`config.mk`:
```
export PLATFORM = sky130hd
export DESIGN_NAME = light_sample_average_lux
export DESIGN_NICKNAME = d
export VERILOG_FILES = /design/src/hw/rtl/lsal_pkg.sv /design/src/hw/rtl/light_sample_average_lux.sv
export SDC_FILE = /design/constraint.sdc
export NUM_CORES = 1
export LEC_CHECK = 0
export BUFFER_PORTS_ARGS = -buffer_cell sky130_fd_sc_hd__buf_2
export CAP_MARGIN = 10
export CORE_ASPECT_RATIO = 1.1
export CORE_MARGIN = 10
export CORE_UTILIZATION = 57
export DETAILED_ROUTE_END_ITERATION = 10
export PLACE_DENSITY = 0.73
export SYNTH_ARGS = -nofsm -noshare
export SYNTH_HDL_FRONTEND = slang
export SYNTH_SLANG_ARGS = --single-unit
```
`constraint.sdc`:
```
create_clock -name clk -period 7.6 [get_ports clk]
set_input_delay 0.76 -clock clk [delete_from_list [all_inputs] [get_ports clk]]
set_output_delay 0.76 -clock clk [all_outputs]
set_load 0.01 [all_outputs]
```
`src/hw/rtl/lsal_pkg.sv`:
```
// Shared widths, constants and arithmetic helpers for the light sample averager.
package lsal_pkg;

  localparam int unsigned SAMPLE_W        = 12;
  localparam int unsigned MV_W            = 12;
  localparam int unsigned LUX_W           = 17;
  localparam int unsigned BAND_W          = 3;
  localparam int unsigned SAMPLES_DEFAULT = 16;
  localparam int unsigned MAX_SAMPLE      = 4095;

  typedef logic [SAMPLE_W-1:0] sample_t;
  typedef logic [MV_W-1:0]     mv_t;
  typedef logic [LUX_W-1:0]    lux_t;
  typedef logic [BAND_W-1:0]   band_t;

  localparam sample_t DARK_LIMIT = 12'd124;

  // 100000 / 4095 = 24 remainder 1720
  localparam logic [4:0]  LUX_WHOLE = 5'd24;
  localparam logic [10:0] LUX_FRAC  = 11'd1720;
  localparam logic [11:0] MV_SCALE  = 12'd3300;

  localparam lux_t LUX_DIM    = 17'd100;
  localparam lux_t LUX_INDOOR = 17'd1000;
  localparam lux_t LUX_CLOUDY = 17'd10000;
  localparam lux_t LUX_SUNNY  = 17'd100000;

  localparam band_t BAND_DARK   = 3'd0;
  localparam band_t BAND_DIM    = 3'd1;
  localparam band_t BAND_INDOOR = 3'd2;
  localparam band_t BAND_CLOUDY = 3'd3;
  localparam band_t BAND_SUNNY  = 3'd4;

  // floor(x / 4095), exact for x < 4095 * 4096
  function automatic logic [12:0] div_4095(input logic [23:0] x);
    logic [24:0] t;
    t = {1'b0, x} + {13'd0, x[23:12]} + 25'd1;
    return t[24:12];
  endfunction

  function automatic lux_t lux_of(input sample_t s);
    logic [22:0] frac_prod;
    logic [12:0] frac;
    lux_t        whole;
    frac_prod = 23'(s) * 23'(LUX_FRAC);
    frac      = div_4095({1'b0, frac_prod});
    whole     = LUX_W'(s) * LUX_W'(LUX_WHOLE);
    if (s <= DARK_LIMIT) begin
      return '0;
    end
    return whole + LUX_W'(frac);
  endfunction

  function automatic mv_t mv_of(input sample_t avg);
    logic [23:0] prod;
    logic [12:0] q;
    prod = 24'(avg) * 24'(MV_SCALE);
    q    = div_4095(prod);
    return q[MV_W-1:0];
  endfunction

  function automatic band_t band_of(input lux_t lux);
    priority if (lux < LUX_DIM) begin
      return BAND_DARK;
    end else if (lux < LUX_INDOOR) begin
      return BAND_DIM;
    end else if (lux < LUX_CLOUDY) begin
      return BAND_INDOOR;
    end else if (lux < LUX_SUNNY) begin
      return BAND_CLOUDY;
    end else begin
      return BAND_SUNNY;
    end
  endfunction

endpackage

```
`src/hw/rtl/light_sample_average_lux.sv`:
```
// Light sample averager: ring window, running sum, millivolt average and lux band.
//
// Input channel: sample with in_valid / in_ready; a transfer happens on a rising
// edge with both high. Output channel: raw_echo, avg_millivolts, lux_centi and
// light_band with out_valid / out_ready, one result per accepted sample.
// A transfer writes the sample into a SAMPLES-entry ring, replacing the oldest
// entry, and updates the running window sum in the same cycle.
// A result passes the ring/sum stage and then the result register before it
// shows on out_valid.
// Throughput: one sample per clock unless out_ready stalls the output; the
// oldest ring entry is read ahead, so the ring port never limits the rate.
// Reset: the window reads as all zero, the write slot returns to entry 0 and
// both stages empty. A fill flag masks ring entries not yet written.
// Stall: when out_ready is low, results hold in the result register and the
// stage behind it fills; in_ready drops once both stages hold an item.
module light_sample_average_lux #(
  parameter int unsigned SAMPLES = lsal_pkg::SAMPLES_DEFAULT
) (
  input  logic                           clk,
  input  logic                           rst,
  input  logic                           in_valid,
  output logic                           in_ready,
  input  logic [lsal_pkg::SAMPLE_W-1:0]  sample,
  output logic                           out_valid,
  input  logic                           out_ready,
  output logic [lsal_pkg::SAMPLE_W-1:0]  raw_echo,
  output logic [lsal_pkg::MV_W-1:0]      avg_millivolts,
  output logic [lsal_pkg::LUX_W-1:0]     lux_centi,
  output logic [lsal_pkg::BAND_W-1:0]    light_band
);

  localparam int unsigned SLOT_W   = (SAMPLES > 1) ? $clog2(SAMPLES) : 1;
  localparam int unsigned TOT_W    = $clog2(SAMPLES * lsal_pkg::MAX_SAMPLE + 1);
  localparam int unsigned DIV_SH   = TOT_W + $clog2(SAMPLES);
  localparam longint unsigned DIV_M = ((64'd1 << DIV_SH) + SAMPLES - 1) / SAMPLES;
  localparam int unsigned DIV_M_W  = $clog2(DIV_M + 1);
  localparam int unsigned PROD_W   = TOT_W + DIV_M_W;
  localparam logic [SLOT_W-1:0] LAST_SLOT = SLOT_W'(SAMPLES - 1);
  localparam logic [TOT_W-1:0]  MAX_TOTAL = TOT_W'(SAMPLES * lsal_pkg::MAX_SAMPLE);

  lsal_pkg::sample_t ring [SAMPLES];
  lsal_pkg::sample_t oldest;
  logic [SLOT_W-1:0] slot;
  logic [SLOT_W-1:0] slot_next;
  logic [SLOT_W-1:0] rd_addr;
  logic              full;
  logic [TOT_W-1:0]  window_total;
  logic [TOT_W-1:0]  window_total_next;
  lsal_pkg::sample_t drop_value;

  logic              a_valid;
  lsal_pkg::sample_t a_sample;
  lsal_pkg::sample_t a_avg;
  lsal_pkg::lux_t    a_lux;

  logic              accept;
  logic              adv_c;
  logic [PROD_W-1:0] avg_prod;

  assign adv_c    = a_valid && (!out_valid || out_ready);
  assign in_ready = !a_valid || adv_c;
  assign accept   = in_valid && in_ready;

  assign slot_next  = (slot == LAST_SLOT) ? '0 : slot + SLOT_W'(1);
  assign rd_addr    = accept ? slot_next : slot;
  assign drop_value = full ? oldest : '0;
  assign window_total_next = window_total - TOT_W'(drop_value) + TOT_W'(sample);

  // ring write and look-ahead read of the entry to drop next
  always_ff @(posedge clk) begin
    if (accept) begin
      ring[slot] <= sample;
    end
    if (accept && (slot_next == slot)) begin
      oldest <= sample;
    end else begin
      oldest <= ring[rd_addr];
    end
  end

  always_ff @(posedge clk) begin
    if (rst) begin
      slot         <= '0;
      full         <= 1'b0;
      window_total <= '0;
      a_valid      <= 1'b0;
    end else begin
      if (accept) begin
        slot         <= slot_next;
        window_total <= window_total_next;
        if (slot == LAST_SLOT) begin
          full <= 1'b1;
        end
      end
      if (accept) begin
        a_valid <= 1'b1;
      end else if (adv_c) begin
        a_valid <= 1'b0;
      end
    end
  end

  always_ff @(posedge clk) begin
    if (accept) begin
      a_sample <= sample;
    end
  end

  assign avg_prod = PROD_W'(window_total) * PROD_W'(DIV_M);
  assign a_avg    = lsal_pkg::SAMPLE_W'(avg_prod >> DIV_SH);
  assign a_lux    = lsal_pkg::lux_of(a_sample);

  always_ff @(posedge clk) begin
    if (rst) begin
      out_valid <= 1'b0;
    end else if (adv_c) begin
      out_valid <= 1'b1;
    end else if (out_ready) begin
      out_valid <= 1'b0;
    end
  end

  always_ff @(posedge clk) begin
    if (adv_c) begin
      raw_echo       <= a_sample;
      avg_millivolts <= lsal_pkg::mv_of(a_avg);
      lux_centi      <= a_lux;
      light_band     <= lsal_pkg::band_of(a_lux);
    end
  end

  a_full_sticky : assert property (@(posedge clk) disable iff (rst) full |=> full)
    else $error("fill flag dropped");

  a_total_bound : assert property (@(posedge clk) disable iff (rst)
    window_total <= MAX_TOTAL)
    else $error("window sum out of range");

  a_slot_range : assert property (@(posedge clk) disable iff (rst) slot <= LAST_SLOT)
    else $error("write slot out of range");

  a_stall_full : assert property (@(posedge clk) disable iff (rst)
    !in_ready |-> (a_valid && out_valid && !out_ready))
    else $error("input stalled with room in the pipeline");

endmodule
```
# After elaboration in Yosys (flattened, before gate mapping)
# Memory sizes are Yosys's and may differ from the RTL's. A register that Yosys moved wholly into a read port is not among the register bits.
# Cells that the tools add are included.
# totals
register_bits	79
mem_bits_rw	192
output_inout_bits	46
memories	1
# mem_list
name	depth	word_bits	rd	rd_clocked_by_memory_dff	write_ports	line_no	source
ring	16	12	1	1	1	light_sample_average_lux.sv:41	lsal_pkg::sample_t ring [SAMPLES];
# op_classes
add_sub_neg	8
n_mul	3
order_cmp	5
n_eq_ne	1
muxes	15
reduce_logical	11
# op_table
op	count
17-bit two-way mux	2
24-bit by 1-bit adder with 25-bit output, second input constant	1
23-bit by 11-bit adder with 24-bit output	1
24-bit by 1-bit adder with 24-bit output, second input constant	1
24-bit by 12-bit adder with 24-bit output	1
12-bit by 10-bit multiplier with 22-bit output, second input constant	1
12-bit by 8-bit multiplier with 20-bit output, second input constant	1
17-bit by 13-bit adder with 17-bit output	1
17-bit by 10-bit < comparator with 1-bit output, second input constant	1
17-bit by 14-bit < comparator with 1-bit output, second input constant	1
17-bit < comparator, second input constant	1
17-bit by 7-bit < comparator with 1-bit output, second input constant	1
16-bit by 12-bit adder with 16-bit output	1
16-bit by 12-bit subtractor with 16-bit output	1
12-bit by 2-bit multiplier with 14-bit output, second input constant	1
12-bit by 7-bit less-or-equal comparator with 1-bit output, second input constant	1
12-bit two-way mux	1
1-bit two-way mux	8
4-bit two-way mux	2
4-bit by 1-bit adder with 4-bit output, second input constant	1
4-bit equality test, second input constant	1
2-bit nonzero test	2
3-bit two-way mux	1
3-bit OR reduction	1
other kinds (6)	9

# Logic depth before layout (Yosys ltp)
# Gate-level depths: netlist of run 1.
# depth
depth_word	9
ltp_mapped	39
mapped_depth_nobuf	39

# Worst setup path before layout of run 1
# Ideal clock, no wire load.
# synth_timing
path_kind	reg-to-reg
startpoint	reg a_sample[2]
endpoint	reg light_band[0] (netlist bit), data pin
setup_time_ps	170
arrival_ps	8147
required_time_ps	7430
path_slack_ps	-717
stages_incl_launch_ff	38
path_buffers	0
cell_sequence	edfxtp_1 ha_1 inv_1 fa_1 inv_1 fa_1 inv_1 fa_1 inv_1 ha_1 a21oi_1 o211ai_2 and3_4 o21ai_0 nor2b_1 xnor2_1 ha_1 nand2_1 (+2 left out) a2111oi_4 o22ai_2 maj3_2 o21ai_4 nand3_1 xnor2_1 ha_1 a21o_1 a21o_1 a211oi_1 o21ai_0 o2111ai_1 xnor2_1 nor2_1 or4_1 nand3_1 a21oi_1 nor4_2
# synth_via
elab_chain_len	9
# synth_lines
item	line_no	source
start: declaration	light_sample_average_lux.sv:52	lsal_pkg::sample_t a_sample;
start signal: assignment	light_sample_average_lux.sv:105	a_sample <= sample;
12-bit by 8-bit multiplier with 20-bit output	lsal_pkg.sv:45	frac_prod = 23'(s) * 23'(LUX_FRAC);
23-bit by 11-bit adder with 24-bit output	lsal_pkg.sv:37	t = {1'b0, x} + {13'd0, x[23:12]} + 25'd1;
24-bit by 1-bit adder with 25-bit output	lsal_pkg.sv:37	
17-bit by 13-bit adder with 17-bit output	lsal_pkg.sv:51	return whole + LUX_W'(frac);
17-bit two-way mux *	lsal_pkg.sv:51	
via a_lux[14]	light_sample_average_lux.sv:54	lsal_pkg::lux_t a_lux;
17-bit < comparator	lsal_pkg.sv:69	end else if (lux < LUX_SUNNY) begin
3-bit two-way mux	lsal_pkg.sv:69	
2-bit two-way mux	lsal_pkg.sv:67	end else if (lux < LUX_CLOUDY) begin
1-bit two-way mux	lsal_pkg.sv:65	end else if (lux < LUX_INDOOR) begin
end signal: assignment	light_sample_average_lux.sv:128	light_band <= lsal_pkg::band_of(a_lux);
end: declaration	light_sample_average_lux.sv:29	output logic [lsal_pkg::BAND_W-1:0] light_band
# Mark *: on every way through the listed nets, which the timed path passes. The rest lies on a longest branch.
# A chain may end at the register's enable or synchronous reset.

# Worst setup path in the final report of run 1
# Ends and elaborated chain as after synthesis.

==> flow_metrics.tcl, run 1 <==
set metrics [dict create \
    status "finished, violations left" \
    violations "negative setup slack" \
    clockBufferDepth 3 \
    yosysWarnings 0 \
    finalCriticalPeriod_ps 8150 \
    synth_cell_type_count 88 \
    required_ps 7950 \
    maxSlewHeadroom 0.462 \
    syn_to_final_growth_pct 19.0 \
    reg2reg_setup_slack_ps -550 \
    drt_iter0_markers 647 \
    synth_area_um2 18100 \
    cp-end-kind "flop" \
    grt_pass1_vias 12654 \
    rsz0062_at_grt "yes" \
    fmax_mhz 123 \
    worstSetupStartpointType "flop" \
    hold_viol 0 \
    fin_tns_setup_ps -1520 \
    timing.rr.start "a_sample[2]" \
    synth.most_common_cell "edfxtp_1" \
    synth-seq-area-share 0.450 \
    timing.final.crit_share 1.07 \
    drc 0 \
    cp_slowest_stage_delay_ps 540 \
    crit_type "reg2reg" \
    crit_fanout 4 \
    grt_pass1_wl_um 65600 \
    synth_top_area_cell "edfxtp_1" \
    grt_max_degree 45 \
    hp-start "in_valid" \
    hpwl_um 29600 \
    ant_nets 0 \
    finalWorstSetupSlack_ps -552 \
    ctsHoldBuffers 0 \
    synthCells 1471 \
    synth_top_area_frac 0.411 \
    diodes 0 \
    die_w_um 190 \
    clock-sinks 283 \
    cp_slowest_cell "fa_1" \
    hold_class "in2reg" \
    ys_seq_elements 283 \
    holdPathEnd "a_valid" \
    fin_nets 1980 \
    cts_max_level 1 \
    core_area_um2 31400 \
    clk_pin_slew_ps 70 \
    initial_core_util 0.577 \
    crit_top_cell "inv_2" \
    grt_usage 0.209 \
    gp_congestion 0.912 \
    slew_violations 0 \
    port_buffers 61 \
    synth-edff-count 248 \
    rr_worst_depth 40 \
    grt_antenna_before_repair 2 \
    cts_tree "done" \
    clock-root-buffer "clkbuf_16" \
    ys.flop_type "edfxtp_1" \
    ioPinCount 62 \
    num_vias 12034 \
    worstMarginPinSlew_ps 807 \
    fin_skew_ps 28.6 \
    dp_slack_ps -635 \
    cap_violations 0 \
    syn_avg_cell_area_um2 12.3 \
    netlist_top_cells_count "edfxtp_1 (248), inv_1 (233), ha_1 (176), fa_1 (89), nand2_1 (76)" \
    arrival_ps 8500 \
    synth_area_leaders "edfxtp_1 (41%), ha_1 (12%), fa_1 (9.8%)" \
    die_area_um2 39300 \
    syn_nets 1752 \
    die_height_um 207 \
    clkLatencyLatePin_ps 590 \
    drt-pass1-iter-count 5 \
    rows 68 \
    r2r_end "light_band[0]" \
    setup_viol 4 \
    n_fill_cell 2148 \
    async_reset_ff_frac 0 \
    final_util 0.687 \
    holdPathStages 3 \
    grt-ovfl-total 0 \
    vias_per_cell 5.62 \
    drive_above_1_share 0.244 \
    numCtsBuffers 30 \
    wl_per_cell_um 19.1 \
    drt_wl_total_um 40900 \
]
-- metal layers --
metal  up-vias  wire, um  track usage  part of all wire
met5         -        26            0           0.00064
met3        95      2310       0.0309             0.056
li1       5690         -            -                 -
met2       356     21000        0.377              0.51
met4         4      1270       0.0698             0.031
met1      5889     16300        0.252              0.40
-- flip-flops by register name, indices dropped and copies added, names as in the netlist --
| register | cells |
|---|---|
| lux_centi | 17 |
| out_valid | 1 |
| light_band | 3 |
| raw_echo | 12 |
| avg_millivolts | 12 |
| a_sample | 12 |
| oldest | 12 |
| full | 1 |
| window_total | 16 |
| ring | 192 |
| slot | 4 |
| a_valid | 1 |
-- how the worst max path moves through the flow --
stage / from / slack [ps] / cells past startpoint / endpoint
after detailed placement: a_sample[2] / -630 / 35 / light_band[0]
after floorplan: a_sample[3] / -540 / 34 / light_band[0]
final: a_sample[2] / -550 / 40 / light_band[0]
after global placement: a_sample[4] / -490 / 37 / light_band[0]
after global routing: a_sample[2] / -930 / 42 / light_band[0]
after CTS: a_sample[2] / -450 / 36 / light_band[0]
-- cell type report --
type,instances,area [um2],area share
Sequential cell,283,8150,0.378
Clock inverter,20,253,0.0117
Tap cell,420,526,0.0244
Clock buffer,36,773,0.0359
Inverter,233,875,0.0406
Multi-Input combinational cell,928,9440,0.438
Timing Repair Buffer,223,1540,0.0716
-- worst max-delay path: cells and delay by family, from the launching register on --
| kind | cells | cell delay (ps) |
|---|---|---|
| xor gates and xnor gates | 2 | 210 |
| and+or+nand+nor | 12 | 2080 |
| AOI/OAI and AO/OA | 10 | 1740 |
| DFF | 1 | 510 |
| adders and majority gates | 8 | 2800 |
| buffers and inverters | 8 | 590 |
-- cells in the final DEF (no fill, tap or decap), drive strengths merged, types with 6 or more instances in the layout --
master,netlist,layout
a211oi,24,24
a21o,19,19
a21oi,64,64
a31oi,19,19
and2,34,34
and3,22,22
buf,7,223
clkbuf,20,36
clkinv,0,9
dfxtp,35,35
edfxtp,248,248
fa,89,89
ha,176,176
inv,233,238
mux4,48,48
nand2,76,76
nand3,18,18
nor2,67,67
nor2b,19,19
nor3,16,16
o211ai,8,8
o21a,11,11
o21ai,40,40
o31ai,6,6
or3,7,7
xnor2,59,59
xor2,21,21
-- metrics by stage --
step	hold WS [ps]	cell area [um2]	cells
after floorplan	436	18300	1471
after global placement	446	20100	2072
after detailed placement	454	20100	2072
after CTS	393	21200	2133
after global routing	402	21600	2143
final	403	21600	2143
-- what timing repair did --
action	4_1_cts	5_1_grt
endpoints found under the setup margin	5	16
gates resized for setup	5	57
setup buffers	5	13
pin swaps	11	23
-- kinds of logic (layout without fill, tap and decap cells) --
family | Yosys count | in the layout | share of synthesized area
and+or+nand+nor | 296 | 296 | 0.0841
muxes | 49 | 49 | 0.0602
xor gates and xnor gates | 80 | 80 | 0.0395
buffers and inverters | 260 | 512 | 0.0544
adders and majority gates | 268 | 268 | 0.222
DFF | 283 | 283 | 0.450
AOI/OAI and AO/OA | 235 | 235 | 0.0904
Power of run 1 is left out: the tool's default activity adds up to more than one toggle a clock period on the data nets, which glitch-free logic cannot reach.
==> inputs of run 2 (changes only) <==
--- a/config.mk
+++ b/config.mk
@@ -9,8 +9,10 @@
 export CAP_MARGIN = 10
 export CORE_ASPECT_RATIO = 1.1
 export CORE_MARGIN = 10
-export CORE_UTILIZATION = 57
+export CORE_UTILIZATION = 60
+export CTS_CLUSTER_DIAMETER = 50
 export DETAILED_ROUTE_END_ITERATION = 10
+export GPL_TIMING_DRIVEN = 0
 export PLACE_DENSITY = 0.73
 export SYNTH_ARGS = -nofsm -noshare
 export SYNTH_HDL_FRONTEND = slang
==> constraint.sdc (replaced) <==
create_clock -name clk -period 8.9 [get_ports clk]
set_input_delay 0.89 -clock clk [delete_from_list [all_inputs] [get_ports clk]]
set_output_delay 0.89 -clock clk [all_outputs]
set_load 0.01 [all_outputs]
==> flow_metrics.tcl, run 2 (synthesized netlist as in run 1, its figures left out) <==
set metrics [dict create \
    critPathLaunch "a_sample[2]" \
    slew_violations 0 \
    drt_iter0_markers 826 \
    cts_tree "done" \
    die_w_um 186 \
    cp_slowest_cell "fa_1" \
    cp_slowest_stage_delay_ps 540 \
    final_cell_mix "edfxtp_1 (248), inv_1 (233), ha_1 (163)" \
    crit_type "reg2reg" \
    grt_usage 0.210 \
    rows 66 \
    dp_slack_ps -412 \
    fin_tns_setup_ps 0 \
    drive_above_1_share 0.177 \
    required_ps 9280 \
    final_common_cell "edfxtp_1" \
    ioPinCount 62 \
    grt_antenna_before_repair 0 \
    clock-root-buffer "clkbuf_16" \
    port_buffers 61 \
    numCtsBuffers 30 \
    timing.rr.start "a_sample[2]" \
    timing.final.crit_share 0.964 \
    regMostFlops "ring" \
    setup_viol 0 \
    die_height_um 202 \
    hold_class "reg2reg" \
    worstSetupStartpointType "flop" \
    rr_worst_depth 39 \
    ctsHoldBuffers 0 \
    hold_ws_ps 473 \
    arrival_ps 8960 \
    largest_reg_flops 192 \
    hpwl_um 28600 \
    finalWorstSetupSlack_ps 319 \
    initial_core_util 0.611 \
    holdPathStages 2 \
    crit_fanout 4 \
    diodes 0 \
    hp-start "window_total[0]" \
    hold_viol 0 \
    cp-end-kind "flop" \
    core_area_um2 29600 \
    cap_violations 0 \
    grt_pass1_wl_um 62600 \
    cts_max_level 1 \
    fin_skew_ps 12.2 \
    r2r_end "light_band[0]" \
    grt_max_degree 38 \
    drt-pass1-iter-count 7 \
    vias_per_cell 5.79 \
    syn_to_final_growth_pct 13.6 \
    holdPathEnd "window_total[0]" \
    dp_cells 1907 \
    n_fill_cell 2028 \
    drt_wl_total_um 39300 \
    wl_per_cell_um 19.6 \
    num_vias 11635 \
    status "completed" \
    instances_no_fill 2009 \
    reg_top3 "ring: 192 flops, lux_centi: 17 flops, window_total: 16 flops" \
    die_area_um2 37500 \
    crit_top_cell "inv_1" \
    clk_pin_slew_ps 60 \
    worstMarginPinSlew_ps 1160 \
    finalCriticalPeriod_ps 8580 \
    ant_nets 0 \
    fin_nets 1892 \
    fmax_mhz 117 \
    grt-ovfl-total 0 \
    clock-sinks 283 \
    clkLatencyLatePin_ps 570 \
    reg2reg_setup_slack_ps 320 \
    gp_congestion 0.900 \
    grt_pass1_vias 11996 \
    maxSlewHeadroom 0.228 \
    clockBufferDepth 3 \
    drc 0 \
]
==> run 2: worst max-delay path by stage <==
stage | end | slack (ps) | depth (start not counted)
3_3_place_gp | light_band[0] | -300 | 37
3_5_place_dp | light_band[0] | -410 | 37
5_1_grt | light_band[0] | -90 | 39
2_1_floorplan | light_band[0] | 580 | 37
6_report | light_band[0] | 320 | 39
4_1_cts | light_band[0] | 3 | 36
==> run 2: per-layer routing <==
| layer | vias to the layer above | GRT usage | routed length, um |
|---|---|---|---|
| li1 | 5512 | - | - |
| met1 | 5668 | 0.259 | 15700 |
| met2 | 359 | 0.367 | 19800 |
| met3 | 96 | 0.0294 | 2320 |
| met4 | 0 | 0.0767 | 1470 |
| met5 | - | 0 | 0 |
==> run 2: repair_timing <==
item	4_1_cts	5_1_grt
hold endpoints to repair	0	0
setup endpoints to repair	3	3
buffers inserted	20	26
resized for setup	13	49
pin swaps	5	26
==> run 2: final cells by class <==
class                   instances  area (um2)  area share
multi-input cells             928        9300       0.452
clock buffers                  36         813      0.0395
well taps                     374         468      0.0227
flip-flops and latches        283        8150       0.396
clock inverters                20         199     0.00966
plain buffers                  27         110     0.00535
inverters                     233         875      0.0425
repair buffers                108         674      0.0328
==> run 2: per-stage QoR <==
step | util | area (um2)
global route | 0.694 | 20600
floorplan | - | 18100
CTS | 0.680 | 20200
finish | 0.694 | 20600
detailed placement | 0.638 | 18900
global placement | 0.637 | 18900
==> run 2: worst max-delay path, delay by kind of cell, from the launching register on <==
| kind | cells | cell delay (ps) |
|---|---|---|
| compound gates | 11 | 2070 |
| fa+ha+maj | 8 | 2990 |
| buf+inv | 7 | 650 |
| xor+xnor | 2 | 330 |
| flops | 1 | 370 |
| simple gates | 11 | 1960 |
Power of run 2 is left out for the same reason.
==> inputs of run 3 (changes only) <==
--- a/config.mk
+++ b/config.mk
@@ -8,7 +8,7 @@
 export BUFFER_PORTS_ARGS = -buffer_cell sky130_fd_sc_hd__buf_2
 export CAP_MARGIN = 10
 export CORE_ASPECT_RATIO = 1.1
-export CORE_MARGIN = 10
+export CORE_MARGIN = 1.5
 export CORE_UTILIZATION = 60
 export CTS_CLUSTER_DIAMETER = 50
 export DETAILED_ROUTE_END_ITERATION = 10
==> flow_metrics.tcl, run 3 (synthesized netlist as in run 1, its figures left out) <==
set metrics [dict create \
    status "completed" \
    finalCriticalPeriod_ps 8730 \
    drt_wl_total_um 38700 \
    crit_type "reg2reg" \
    drive_above_1_share 0.181 \
    grt-ovfl-total 0 \
    dp_slack_ps -355 \
    die_height_um 185 \
    rsz0062_at_grt "yes" \
    clock-root-buffer "clkbuf_16" \
    fin_nets 1890 \
    cts_tree "done" \
    grt_antenna_before_repair 0 \
    initial_core_util 0.611 \
    largest_reg_flops 192 \
    num_vias 11554 \
    n_fill_cell 2041 \
    cp-end-kind "flop" \
    arrival_ps 9030 \
    grt_usage 0.250 \
    hold_class "reg2reg" \
    timing.rr.start "a_sample[2]" \
    holdPathEnd "window_total[0]" \
    cp_slowest_stage_delay_ps 560 \
    crit_fanout 6 \
    setup_viol 0 \
    worstSetupStartpointType "flop" \
    regMostFlops "ring" \
    drt-pass1-iter-count 5 \
    clockBufferDepth 3 \
    die_w_um 169 \
    finalWorstSetupSlack_ps 170 \
    clkLatencyLatePin_ps 550 \
    grt_pass1_wl_um 60200 \
    slew_violations 0 \
    vias_per_cell 5.76 \
    instances_no_fill 2005 \
    syn_to_final_growth_pct 13.4 \
    final_cell_mix "edfxtp_1 (248), inv_1 (229), ha_1 (163)" \
    cp_slowest_cell "fa_1" \
    fmax_mhz 115 \
    dp_cells 1907 \
    worstMarginPinSlew_ps 1120 \
    diodes 0 \
    final_util 0.693 \
    holdPathStages 2 \
    cap_violations 0 \
    core_area_um2 29600 \
    gp_congestion 0.871 \
    wl_per_cell_um 19.3 \
    rr_worst_depth 36 \
    clock-sinks 283 \
    ctsHoldBuffers 0 \
    hpwl_um 28100 \
    ant_nets 0 \
    grt_pass1_vias 11584 \
    fin_skew_ps 12.1 \
    ioPinCount 62 \
    port_buffers 61 \
    grt_max_degree 38 \
    maxSlewHeadroom 0.252 \
    reg2reg_setup_slack_ps 170 \
    drt_iter0_markers 742 \
    reg_top3 "ring: 192 flops, lux_centi: 17 flops, window_total: 16 flops" \
    hold_viol 0 \
    cts_max_level 1 \
    drc 0 \
    r2r_end "light_band[0]" \
    final_common_cell "edfxtp_1" \
    rows 66 \
    required_ps 9200 \
    clk_pin_slew_ps 60 \
    numCtsBuffers 29 \
    timing.final.crit_share 0.981 \
    hp-start "window_total[0]" \
    die_area_um2 31200 \
]
## run 3: changes by cell type in the layout (fill, tap and decap cells not counted), sizes merged
| cell | delta |
|---|---|
| clkinvlp | -1 |
| inv | -3 |
| buf | -1 |
| clkbuf | +1 |
| bufinv | -1 |
| clkinv | +1 |
## run 3: how the worst max path moves through the flow
stage	startpoint	end	slack [ps]	cells after the start
floorplan	a_sample[2]	light_band[0]	580	37
finish	a_sample[2]	light_band[0]	170	36
detailed placement	a_sample[2]	light_band[0]	-360	37
CTS	a_sample[2]	light_band[0]	3	36
global placement	a_sample[2]	light_band[0]	-290	37
global route	a_sample[2]	light_band[0]	-240	39
## run 3: timing repair
item	in CTS	in global routing
gates cloned	0	0
hold endpoints to repair	0	0
resized for setup	10	70
setup buffers	16	29
endpoints found under the setup margin	3	3
pin swaps	4	40
## run 3: cell type report
| type | count | area, um2 | area share |
|---|---|---|---|
| plain buffers | 27 | 110 | 0.00536 |
| clock buffers | 37 | 776 | 0.0378 |
| clock inverters | 16 | 138 | 0.00670 |
| inverters | 233 | 875 | 0.0426 |
| multi-input cells | 928 | 9360 | 0.455 |
| flip-flops and latches | 283 | 8150 | 0.397 |
| well taps | 374 | 468 | 0.0228 |
| repair buffers | 107 | 674 | 0.0328 |
## run 3: critical path: cells and delay by family, from the launching register on
family,cells,cell delay [ps]
AND/OR/NAND/NOR,10,1690
AO/OA/AOI/OAI,10,2180
adder cells (fa/ha/maj),8,2970
flip-flops,1,500
XOR/XNOR,3,530
buffers and inverters,5,630
## run 3: per-stage QoR
step	hold slack, ps	cell area, um2	setup TNS, ps
final	484	20500	0
after global routing	519	20500	-483
after CTS	483	20000	0
after detailed placement	473	18900	-595
after global placement	446	18900	-381
after floorplan	436	18100	0
## run 3: metal layers
metal  global-route usage  wire [um]  up-vias  share of wire
li1                     -          -     5508              -
met1                0.311      15800     5674           0.41
met2                0.466      20400      313           0.53
met3               0.0252       1630       59          0.042
met4               0.0607        872        0          0.023
met5                    0          0        -              0
Power of run 3 is left out for the same reason.
